--- src/rtl/core/asmix_pkg.sv ---
// Shared types, codes and constant tables for the audio source mixer and sampler.
package asmix_pkg;

  // Default number of fractional bits in the voltage arithmetic.
  localparam int unsigned FRAC_BITS_DEF = 12;

  // Configuration port geometry and register indexes.
  localparam int unsigned CFG_IW = 2;
  localparam int unsigned CFG_DW = 16;
  localparam logic [CFG_IW-1:0] CFG_VOLUME = 2'd0;
  localparam logic [CFG_IW-1:0] CFG_FORMAT = 2'd1;
  localparam logic [CFG_IW-1:0] CFG_PERIOD = 2'd2;

  // Register reset values.
  localparam int unsigned VOLUME_RESET = 100;
  localparam logic [15:0] PERIOD_RESET = 16'd325;

  // Sample format codes; with the top bit set, ticks emit nothing and updates repeat the held sample.
  localparam logic [2:0] FMT_U8       = 3'd0;
  localparam logic [2:0] FMT_S8       = 3'd1;
  localparam logic [2:0] FMT_S16      = 3'd2;
  localparam logic [2:0] FMT_S16_SWAP = 3'd3;

  // Input opcodes and output kinds.
  localparam logic OP_TICK     = 1'b0;
  localparam logic OP_UPDATE   = 1'b1;
  localparam logic KIND_SAMPLE = 1'b0;
  localparam logic KIND_UPDATE = 1'b1;

  // Source rows of the gain/offset table; the last row is the muted mux.
  localparam int unsigned NUM_SRC_ROWS  = 5;
  localparam int unsigned NUM_LINE_ROWS = 3;
  localparam logic [2:0] SRC_DAC   = 3'd0;
  localparam logic [2:0] SRC_TAPE  = 3'd1;
  localparam logic [2:0] SRC_MUTED = 3'd4;

  // Single-bit line rows: driven differently, both low, both high.
  localparam logic [1:0] LINE_SPLIT = 2'd0;
  localparam logic [1:0] LINE_LOW   = 2'd1;
  localparam logic [1:0] LINE_HIGH  = 2'd2;

  // Gains and offsets in millivolts, by source row and line row.
  localparam int unsigned GAIN_MV [0:NUM_SRC_ROWS-1][0:NUM_LINE_ROWS-1] = '{
    '{4500, 2840, 3400},
    '{500, 400, 500},
    '{0, 0, 0},
    '{0, 0, 0},
    '{0, 0, 0}
  };
  localparam int unsigned OFFSET_MV [0:NUM_SRC_ROWS-1][0:NUM_LINE_ROWS-1] = '{
    '{200, 180, 1300},
    '{2050, 1600, 2350},
    '{0, 0, 3900},
    '{0, 0, 10},
    '{0, 0, 3900}
  };

  // Comparator threshold in millivolts.
  localparam int unsigned SENSE_MV = 1414;

  // Volume scale width; full volume gives 6971.
  localparam int unsigned SCALE_W = 13;

  // Millivolts to rounded fixed point volts (used at elaboration only).
  function automatic longint unsigned mv_fx(int unsigned mv, int unsigned frac);
    return ((longint'(mv) << frac) + 64'd500) / 64'd1000;
  endfunction

  // Volume percent to output scale, saturating at full volume.
  function automatic int unsigned scale_of(int unsigned vol);
    int unsigned v;
    v = (vol > 100) ? 100 : vol;
    return (32767 * v) / 470;
  endfunction

  // Fields of an update beat.
  typedef struct packed {
    logic [7:0] tape_level;
    logic [5:0] dac_value;
    logic       bit_sink;
    logic       bit_source;
    logic [1:0] source_select;
    logic       mux_enable;
  } asmix_update_t;

  // Controller to datapath commands.
  typedef struct packed {
    logic load;
    logic tick;
    logic divide;
    logic scale;
    logic finish;
  } asmix_cmd_t;

  // Datapath to controller status.
  typedef struct packed {
    logic out_free;
  } asmix_status_t;

  typedef enum logic [1:0] {
    ST_IDLE,
    ST_DIVIDE,
    ST_SCALE,
    ST_PACK
  } asmix_state_t;

endpackage

--- src/rtl/core/asmix_datapath.sv ---
// Datapath: configuration registers, tick divider, voltage arithmetic and output register.
module asmix_datapath
  import asmix_pkg::*;
#(
  parameter int unsigned FRAC_BITS = FRAC_BITS_DEF
) (
  input  logic              clk,
  input  logic              rst,
  input  logic              cfg_we,
  input  logic [CFG_IW-1:0] cfg_index,
  input  logic [CFG_DW-1:0] cfg_data,
  input  asmix_update_t     upd,
  input  asmix_cmd_t        cmd,
  output asmix_status_t     status,
  input  logic              out_ready,
  output logic              out_valid,
  output logic              out_kind,
  output logic [15:0]       out_sample,
  output logic              out_sense
);

  // Volts carry three integer bits; products grow by the code width.
  localparam int unsigned VW  = FRAC_BITS + 3;
  localparam int unsigned XW  = VW + 8;
  localparam int unsigned KSH = XW + 8;
  localparam int unsigned MW  = KSH - 5;
  localparam int unsigned PW  = VW + SCALE_W;
  localparam longint unsigned RECIP_DAC_L  = ((64'd1 << KSH) + 64'd62) / 64'd63;
  localparam longint unsigned RECIP_TAPE_L = ((64'd1 << KSH) + 64'd254) / 64'd255;
  localparam logic [MW-1:0] RECIP_DAC  = MW'(RECIP_DAC_L);
  localparam logic [MW-1:0] RECIP_TAPE = MW'(RECIP_TAPE_L);
  localparam logic [VW-1:0] SENSE_TH   = VW'(mv_fx(SENSE_MV, FRAC_BITS));

  // Constant tables built at elaboration.
  logic [VW-1:0]      gain_tab [0:NUM_SRC_ROWS-1][0:NUM_LINE_ROWS-1];
  logic [VW-1:0]      offset_tab [0:NUM_SRC_ROWS-1][0:NUM_LINE_ROWS-1];
  logic [SCALE_W-1:0] scale_tab [0:127];

  for (genvar gs = 0; gs < NUM_SRC_ROWS; gs++) begin : g_src
    for (genvar gr = 0; gr < NUM_LINE_ROWS; gr++) begin : g_row
      assign gain_tab[gs][gr]   = VW'(mv_fx(GAIN_MV[gs][gr], FRAC_BITS));
      assign offset_tab[gs][gr] = VW'(mv_fx(OFFSET_MV[gs][gr], FRAC_BITS));
    end
  end

  for (genvar gv = 0; gv < 128; gv++) begin : g_scale
    assign scale_tab[gv] = SCALE_W'(scale_of(gv));
  end

  // Configuration and sequence state.
  logic [SCALE_W-1:0] scale;
  logic [2:0]         fmt;
  logic [15:0]        period;
  logic [15:0]        held;
  logic [15:0]        tick_count;

  // Pipeline payload registers.
  logic [XW-1:0] x_reg;
  logic [VW-1:0] off_reg;
  logic          is_tape;
  logic          line_split;
  logic [VW-1:0] q_reg;
  logic [PW-1:0] prod_reg;
  logic          sense_reg;

  // Table lookup and level code for an incoming update.
  logic [2:0]    src_idx;
  logic [1:0]    line_row;
  logic [7:0]    code;
  logic [VW-1:0] gain_sel;

  always_comb begin
    src_idx  = upd.mux_enable ? {1'b0, upd.source_select} : SRC_MUTED;
    line_row = (upd.bit_source != upd.bit_sink) ? LINE_SPLIT :
               (upd.bit_source ? LINE_HIGH : LINE_LOW);
    gain_sel = gain_tab[src_idx][line_row];
    if (src_idx == SRC_DAC) begin
      code = {2'b00, upd.dac_value};
    end else if (src_idx == SRC_TAPE) begin
      code = upd.tape_level;
    end else begin
      code = 8'd0;
    end
  end

  // Exact divide by 63 or 255 through a reciprocal multiply.
  logic [MW-1:0]    recip;
  logic [XW+MW-1:0] div_prod;

  assign recip    = is_tape ? RECIP_TAPE : RECIP_DAC;
  assign div_prod = (XW + MW)'(x_reg) * (XW + MW)'(recip);

  // Output voltage and comparator.
  logic [VW-1:0] v_sum;

  assign v_sum = VW'({1'b0, off_reg} + {1'b0, q_reg});

  // Scaled sample and format packing.
  logic [15:0] o_val;
  logic [15:0] held_new;

  assign o_val = prod_reg[FRAC_BITS +: 16];

  always_comb begin
    unique case (fmt)
      FMT_U8:       held_new = {8'h00, o_val[15:8] + 8'h80};
      FMT_S8:       held_new = {8'h00, o_val[15:8]};
      FMT_S16:      held_new = o_val;
      FMT_S16_SWAP: held_new = {o_val[7:0], o_val[15:8]};
      default:      held_new = held;
    endcase
  end

  // Tick divider; a zero period acts as one.
  logic [15:0] period_eff;
  logic [16:0] tick_next;
  logic        tick_hit;
  logic        tick_emit;

  assign period_eff = (period == 16'd0) ? 16'd1 : period;
  assign tick_next  = {1'b0, tick_count} + 17'd1;
  assign tick_hit   = tick_next >= {1'b0, period_eff};
  assign tick_emit  = cmd.tick && tick_hit && !fmt[2];

  assign status.out_free = !out_valid || out_ready;

  // Configuration, divider count, held sample and output valid.
  always_ff @(posedge clk) begin
    if (rst) begin
      scale      <= scale_tab[7'(VOLUME_RESET)];
      fmt        <= FMT_S16;
      period     <= PERIOD_RESET;
      held       <= 16'h0000;
      tick_count <= 16'd0;
      out_valid  <= 1'b0;
    end else begin
      if (cfg_we) begin
        unique case (cfg_index)
          CFG_VOLUME: scale <= scale_tab[cfg_data[6:0]];
          CFG_FORMAT: begin
            fmt  <= cfg_data[2:0];
            held <= (cfg_data[2:0] == FMT_U8) ? 16'h0080 : 16'h0000;
          end
          CFG_PERIOD: period <= cfg_data;
          default: ;
        endcase
      end
      if (cmd.tick) begin
        tick_count <= tick_hit ? 16'd0 : tick_next[15:0];
      end
      if (cmd.finish) begin
        held <= held_new;
      end
      if (tick_emit || cmd.finish) begin
        out_valid <= 1'b1;
      end else if (out_ready) begin
        out_valid <= 1'b0;
      end
    end
  end

  // Update pipeline stages and output payload.
  always_ff @(posedge clk) begin
    if (cmd.load) begin
      x_reg      <= XW'(code) * XW'(gain_sel);
      off_reg    <= offset_tab[src_idx][line_row];
      is_tape    <= (src_idx == SRC_TAPE);
      line_split <= (line_row == LINE_SPLIT);
    end
    if (cmd.divide) begin
      q_reg <= div_prod[KSH +: VW];
    end
    if (cmd.scale) begin
      prod_reg  <= PW'(v_sum) * PW'(scale);
      sense_reg <= !(line_split && (v_sum < SENSE_TH));
    end
    if (tick_emit) begin
      out_kind   <= KIND_SAMPLE;
      out_sample <= held;
      out_sense  <= 1'b0;
    end else if (cmd.finish) begin
      out_kind   <= KIND_UPDATE;
      out_sample <= held_new;
      out_sense  <= sense_reg;
    end
  end

endmodule

--- src/rtl/core/asmix_ctrl.sv ---
// Controller: accepts beats and sequences the update arithmetic.
module asmix_ctrl
  import asmix_pkg::*;
(
  input  logic          clk,
  input  logic          rst,
  input  logic          in_valid,
  input  logic          in_opcode,
  output logic          in_ready,
  input  asmix_status_t status,
  output asmix_cmd_t    cmd
);

  asmix_state_t state;
  asmix_state_t state_next;

  logic accept;

  // Ticks need the output slot at once; updates find it free later.
  assign in_ready = (state == ST_IDLE) && (status.out_free || (in_opcode == OP_UPDATE));
  assign accept   = in_valid && in_ready;

  // Next state.
  always_comb begin
    state_next = state;
    unique case (state)
      ST_IDLE: begin
        if (accept && (in_opcode == OP_UPDATE)) begin
          state_next = ST_DIVIDE;
        end
      end
      ST_DIVIDE: state_next = ST_SCALE;
      ST_SCALE:  state_next = ST_PACK;
      ST_PACK: begin
        if (status.out_free) begin
          state_next = ST_IDLE;
        end
      end
      default: state_next = ST_IDLE;
    endcase
  end

  // Commands to the datapath.
  always_comb begin
    cmd = '0;
    unique case (state)
      ST_IDLE: begin
        cmd.load = accept && (in_opcode == OP_UPDATE);
        cmd.tick = accept && (in_opcode == OP_TICK);
      end
      ST_DIVIDE: cmd.divide = 1'b1;
      ST_SCALE:  cmd.scale  = 1'b1;
      ST_PACK:   cmd.finish = status.out_free;
      default: ;
    endcase
  end

  always_ff @(posedge clk) begin
    if (rst) begin
      state <= ST_IDLE;
    end else begin
      state <= state_next;
    end
  end

`ifndef ASSERT_OFF
  // No beat is taken while an update is in flight.
  a_busy_no_accept: assert property (@(posedge clk) disable iff (rst)
    (state != ST_IDLE) |-> !in_ready)
    else $error("beat accepted while busy");

  // An accepted update steps through the DIVIDE and SCALE states in turn, running divide and then scale.
  a_load_then_divide: assert property (@(posedge clk) disable iff (rst)
    cmd.load |=> cmd.divide)
    else $error("divide did not follow load");

  a_divide_then_scale: assert property (@(posedge clk) disable iff (rst)
    cmd.divide |=> cmd.scale)
    else $error("scale did not follow divide");

  // The result is written only into a free output slot.
  a_finish_free: assert property (@(posedge clk) disable iff (rst)
    cmd.finish |-> status.out_free)
    else $error("finish into a full output slot");

  // At most one command at a time.
  a_cmd_onehot: assert property (@(posedge clk) disable iff (rst)
    $onehot0({cmd.load, cmd.tick, cmd.divide, cmd.scale, cmd.finish}))
    else $error("overlapping commands");
`endif

endmodule

--- src/rtl/core/audio_source_mixer_sampler_core.sv ---
// Tick beats: one per cycle while idle and the output drains; a tick that ends the period in an
// emitting format puts the held sample in the output register next cycle. Update beats: level
// multiply at acceptance, then divide, volume multiply and pack; the three registered multiplies
// are run in turn by the controller, pack waits for a free output slot, no beat is taken meanwhile.
// Reset (rst, synchronous): volume 100, format s16, period 325, held sample and tick count
// cleared, no beat pending at the output.
module audio_source_mixer_sampler_core
  import asmix_pkg::*;
#(
  parameter int unsigned FRAC_BITS = FRAC_BITS_DEF
) (
  input  logic              clk,
  input  logic              rst,
  // Configuration write port.
  input  logic              cfg_we,
  input  logic [CFG_IW-1:0] cfg_index,
  input  logic [CFG_DW-1:0] cfg_data,
  // Input stream.
  input  logic              s_axis_tvalid,
  output logic              s_axis_tready,
  // [0] mux_enable, [2:1] source_select, [3] bit_source, [4] bit_sink,
  // [10:5] dac_value, [18:11] tape_level, [23:19] zero
  input  logic [23:0]       s_axis_tdata,
  // [0] opcode
  input  logic              s_axis_tuser,
  // Output stream.
  output logic              m_axis_tvalid,
  input  logic              m_axis_tready,
  // [15:0] sample, [16] sense_bit, [23:17] zero
  output logic [23:0]       m_axis_tdata,
  // [0] kind
  output logic              m_axis_tuser
);

  asmix_update_t upd;
  asmix_cmd_t    cmd;
  asmix_status_t status;
  logic [15:0]   out_sample;
  logic          out_sense;

  assign upd = s_axis_tdata[18:0];

  asmix_ctrl u_ctrl (
    .clk       (clk),
    .rst       (rst),
    .in_valid  (s_axis_tvalid),
    .in_opcode (s_axis_tuser),
    .in_ready  (s_axis_tready),
    .status    (status),
    .cmd       (cmd)
  );

  asmix_datapath #(
    .FRAC_BITS (FRAC_BITS)
  ) u_datapath (
    .clk        (clk),
    .rst        (rst),
    .cfg_we     (cfg_we),
    .cfg_index  (cfg_index),
    .cfg_data   (cfg_data),
    .upd        (upd),
    .cmd        (cmd),
    .status     (status),
    .out_ready  (m_axis_tready),
    .out_valid  (m_axis_tvalid),
    .out_kind   (m_axis_tuser),
    .out_sample (out_sample),
    .out_sense  (out_sense)
  );

  assign m_axis_tdata = {7'd0, out_sense, out_sample};

endmodule

--- config.mk ---
export PLATFORM = sky130hd
export DESIGN_NAME = audio_source_mixer_sampler_core
export DESIGN_NICKNAME = d
export VERILOG_FILES = /design/src/rtl/core/asmix_pkg.sv /design/src/rtl/core/asmix_datapath.sv /design/src/rtl/core/asmix_ctrl.sv /design/src/rtl/core/audio_source_mixer_sampler_core.sv
export SDC_FILE = /design/constraint.sdc
export NUM_CORES = 1
export LEC_CHECK = 0
export BUFFER_PORTS_ARGS = -buffer_cell sky130_fd_sc_hd__buf_2
export CORE_MARGIN = 8
export CORE_UTILIZATION = 37
export CTS_CLUSTER_SIZE = 24
export DETAILED_ROUTE_END_ITERATION = 8
export SLEW_MARGIN = 20
export SYNTH_ARGS = -nofsm -noshare
export SYNTH_HDL_FRONTEND = slang
export SYNTH_SLANG_ARGS = --single-unit
export TNS_END_PERCENT = 20
--- constraint.sdc ---
create_clock -name clk -period 8.45 [get_ports clk]
set_clock_uncertainty 0.1 [all_clocks]
set_input_delay 0.845 -clock clk [delete_from_list [all_inputs] [get_ports clk]]
set_output_delay 0.845 -clock clk [all_outputs]
set_load 0.01 [all_outputs]
==> metrics.csv <==
stage;metric;value;unit
detailed_routing;drt drc;0;
clocking;CTS buffer count;17;
yosys;synthesized area;25400;µm²
setup_path;Reg-to-Reg End;u_datapath.prod_reg[27];
setup_path;startpoint class of the critical path;flip-flop;
min_path;hold path depth;1;
yosys;Synth area leader;fa_1;
cells_and_area;fin nets;3635;
clocking;Worst-path clk slew;70;ps
yosys;Synth top area share;23.3;%
clocking;Setup Fix Bufs, Post-CTS;0;
outcome;status;finished, final reports clean;
yosys;Seq cells post-synth;155;
detailed_routing;Wirelength per Cell;15.5;µm
clocking;Clock Tree Buf Depth;2;
setup_path;CP Capture Type;flip-flop;
min_path;worst hold path class;reg2reg;
timing;minimum clock period;7520;ps
yosys;Synth warnings;0;
detailed_routing;DRT iter0 DRCs;1082;
placed_design;dpl ws;920;ps
floorplan;die span in y;278;µm
placed_design;GP Congestion;0.856;
yosys;Synth cell types;80;
setup_path;Critical Path AT;7650;ps
grt;number of global-route vias before repair;18810;
setup_path;critical path depth;28;
yosys;Simple-Gate Fraction of Synth Area;15.4;%
cells_and_area;share of layout cells above drive strength 1;6.19;%
floorplan;cell row count;96;
yosys;Synth Flop Type;edfxtp_1;
clocking;CTS H-Tree Depth;4;
job;max cap viols;0;
yosys;synthesized area per cell;8.87;µm²
yosys;sequential cell area fraction in the yosys report;15.6;%
yosys;synthesized instance count;2863;
min_path;hold endpoint;u_datapath.out_kind;
timing;endpoints failing setup;0;
yosys;mux contribution to synthesized area;1.93;%
detailed_routing;final WL;58800;µm
timing;Max Transition Viols Final;0;
clocking;Sink Count;155;
placed_design;port buffer count;62;
setup_path;Setup crit start;u_datapath.q_reg[0];
yosys;synth cell count leaders;inv_1 (502), ha_1 (395), fa_1 (296);
yosys;Synth Area in Compound Gates;11.8;%
timing;setup_tns;0;ps
detailed_routing;number of detailed-route iterations in the first pass;5;
timing;Rel. slew slack;30.5;%
cells_and_area;max reg flops;23;
setup_path;Max FO, Critical Path;14;
grt;first-pass GRT wire length;97500;µm
floorplan;chip width;278;µm
cells_and_area;area delta synth->final;7.54;%
floorplan;Initial Utilization;37.2;%
grt;total grt overflow;0;
clocking;cts hold-fix bufs;0;
clocking;CTS Root Cell;clkbuf_16;
grt;All-Layer GR Usage;15.3;%
setup_path;critical path type;reg2reg;
placed_design;Cell Area, Placed;26600;µm²
placed_design;hpwl dp;48400;µm
detailed_routing;post-route antenna net violation count;0;
setup_path;CP max-delay cell;fa_1;
grt;initial antenna violation count;2;
cells_and_area;filler cell count;6922;
clocking;CTS tree;built;
setup_path;reg2reg start;u_datapath.q_reg[0];
floorplan;die area;77200;µm²
yosys;Post-synth ARST share;0;%
timing;hold_ws;364;ps
floorplan;Core ar.;68200;µm²
setup_path;reg2reg path depth;28;
cells_and_area;fin area;27300;µm²
timing;final worst slack;932;ps
yosys;Synth area leaders;fa_1 (23%), ha_1 (19%), edfxtp_1 (10%);
timing;Worst Max-Slew Pin Slew;1040;ps
setup_path;WP buf/inv;5;
yosys;largest family of logic cells by synthesized area;adder cells;
clocking;Post-CTS Resized;0;
timing;Final Hold Viols;0;
setup_path;WP data required;8580;ps
setup_path;Largest delay share family, worst path;adder cells;
yosys;number of flops mapped to enable cells by yosys;86;
setup_path;FF-to-FF setup slack;930;ps
setup_path;Worst path max stage delay;550;ps
timing;Max Clock Freq;0.133;GHz
detailed_routing;routed vias/inst;5.04;
grt;largest net degree at the start of global routing;82;
timing;fin crit share;89.0;%
detailed_routing;via count;19093;
yosys;most frequent cell after synthesis;inv_1;
floorplan;Top Ports;75;
yosys;Synth Area in XOR/XNOR;2.79;%
yosys;Adder-Cell Fraction of Synth Area;42.8;%
setup_path;CP most frequent cell;fa_1;
timing;RSZ-0062 raised after global routing;false;
min_path;Worst Hold Launch;u_datapath.out_kind;
clocking;Worst-Skew Late Latency;470;ps
==> metal layers <==
layer	vias to the layer above	GRT usage, %	part of all wire (%)
li1	9469	-	-
met1	9226	21.0	48
met2	339	25.4	47
met3	57	2.18	3.6
met4	2	3.65	1.5
met5	-	0	0.022
==> placed cells by master (no fill, tap or decap), drive strengths merged, types with 17 or more instances in the layout <==
master | synthesis | layout
nor2b | 33 | 33
nor2 | 141 | 141
edfxtp | 86 | 86
o21a | 20 | 20
o211ai | 27 | 27
nand3 | 63 | 63
inv | 502 | 510
clkbuf | 95 | 18
a21oi | 119 | 119
nand4 | 18 | 18
ha | 395 | 395
mux2 | 24 | 24
nor3 | 30 | 30
a21o | 44 | 44
a31oi | 20 | 20
xor2 | 27 | 27
buf | 25 | 89
nand2 | 283 | 283
and2 | 108 | 108
o21ai | 116 | 116
dfxtp | 69 | 69
or2 | 17 | 17
xnor2 | 54 | 54
fa | 296 | 296
and3 | 18 | 18
conb | 2 | 48
nand2b | 35 | 35
a211oi | 21 | 21
==> area by class of cell <==
class                      count  area (µm²)  area share, %
clock inverter                14         194          0.710
clock buffer                  18         450           1.65
sequential                   155        3960           14.5
multi-input combinational   2128       19200           70.2
inverter                     505        1900           6.94
timing repair buffer          89         513           1.88
antenna                        1        2.50        0.00917
tap                          882        1100           4.04
==> metrics by stage <==
| stage | std cells | utilization [%] |
|---|---|---|
| 4_1_cts | 3791 | 40.0 |
| 6_report | 3792 | 40.0 |
| 3_5_place_dp | 3759 | 39.1 |
| 2_1_floorplan | 2909 | - |
| 5_1_grt | 3791 | 40.0 |
| 3_3_place_gp | 3759 | 39.1 |
==> kinds of logic after synthesis <==
group | Yosys count
AOI/OAI and AO/OA | 471
buffers and inverters | 626
adders and majority gates | 691
and+or+nand+nor | 797
muxes | 40
xor gates and xnor gates | 81
DFF | 155
other | 2
==> how the worst max path moves through the flow <==
stage	slack, ps	end
2_1_floorplan	1260	u_datapath.prod_reg[27]
3_3_place_gp	930	u_datapath.prod_reg[27]
3_5_place_dp	920	u_datapath.prod_reg[27]
4_1_cts	910	u_datapath.prod_reg[27]
5_1_grt	420	u_datapath.prod_reg[27]
6_report	930	u_datapath.prod_reg[27]
Power is left out: the tool's default activity adds up to more than one toggle a clock period on the data nets, which glitch-free logic cannot reach.
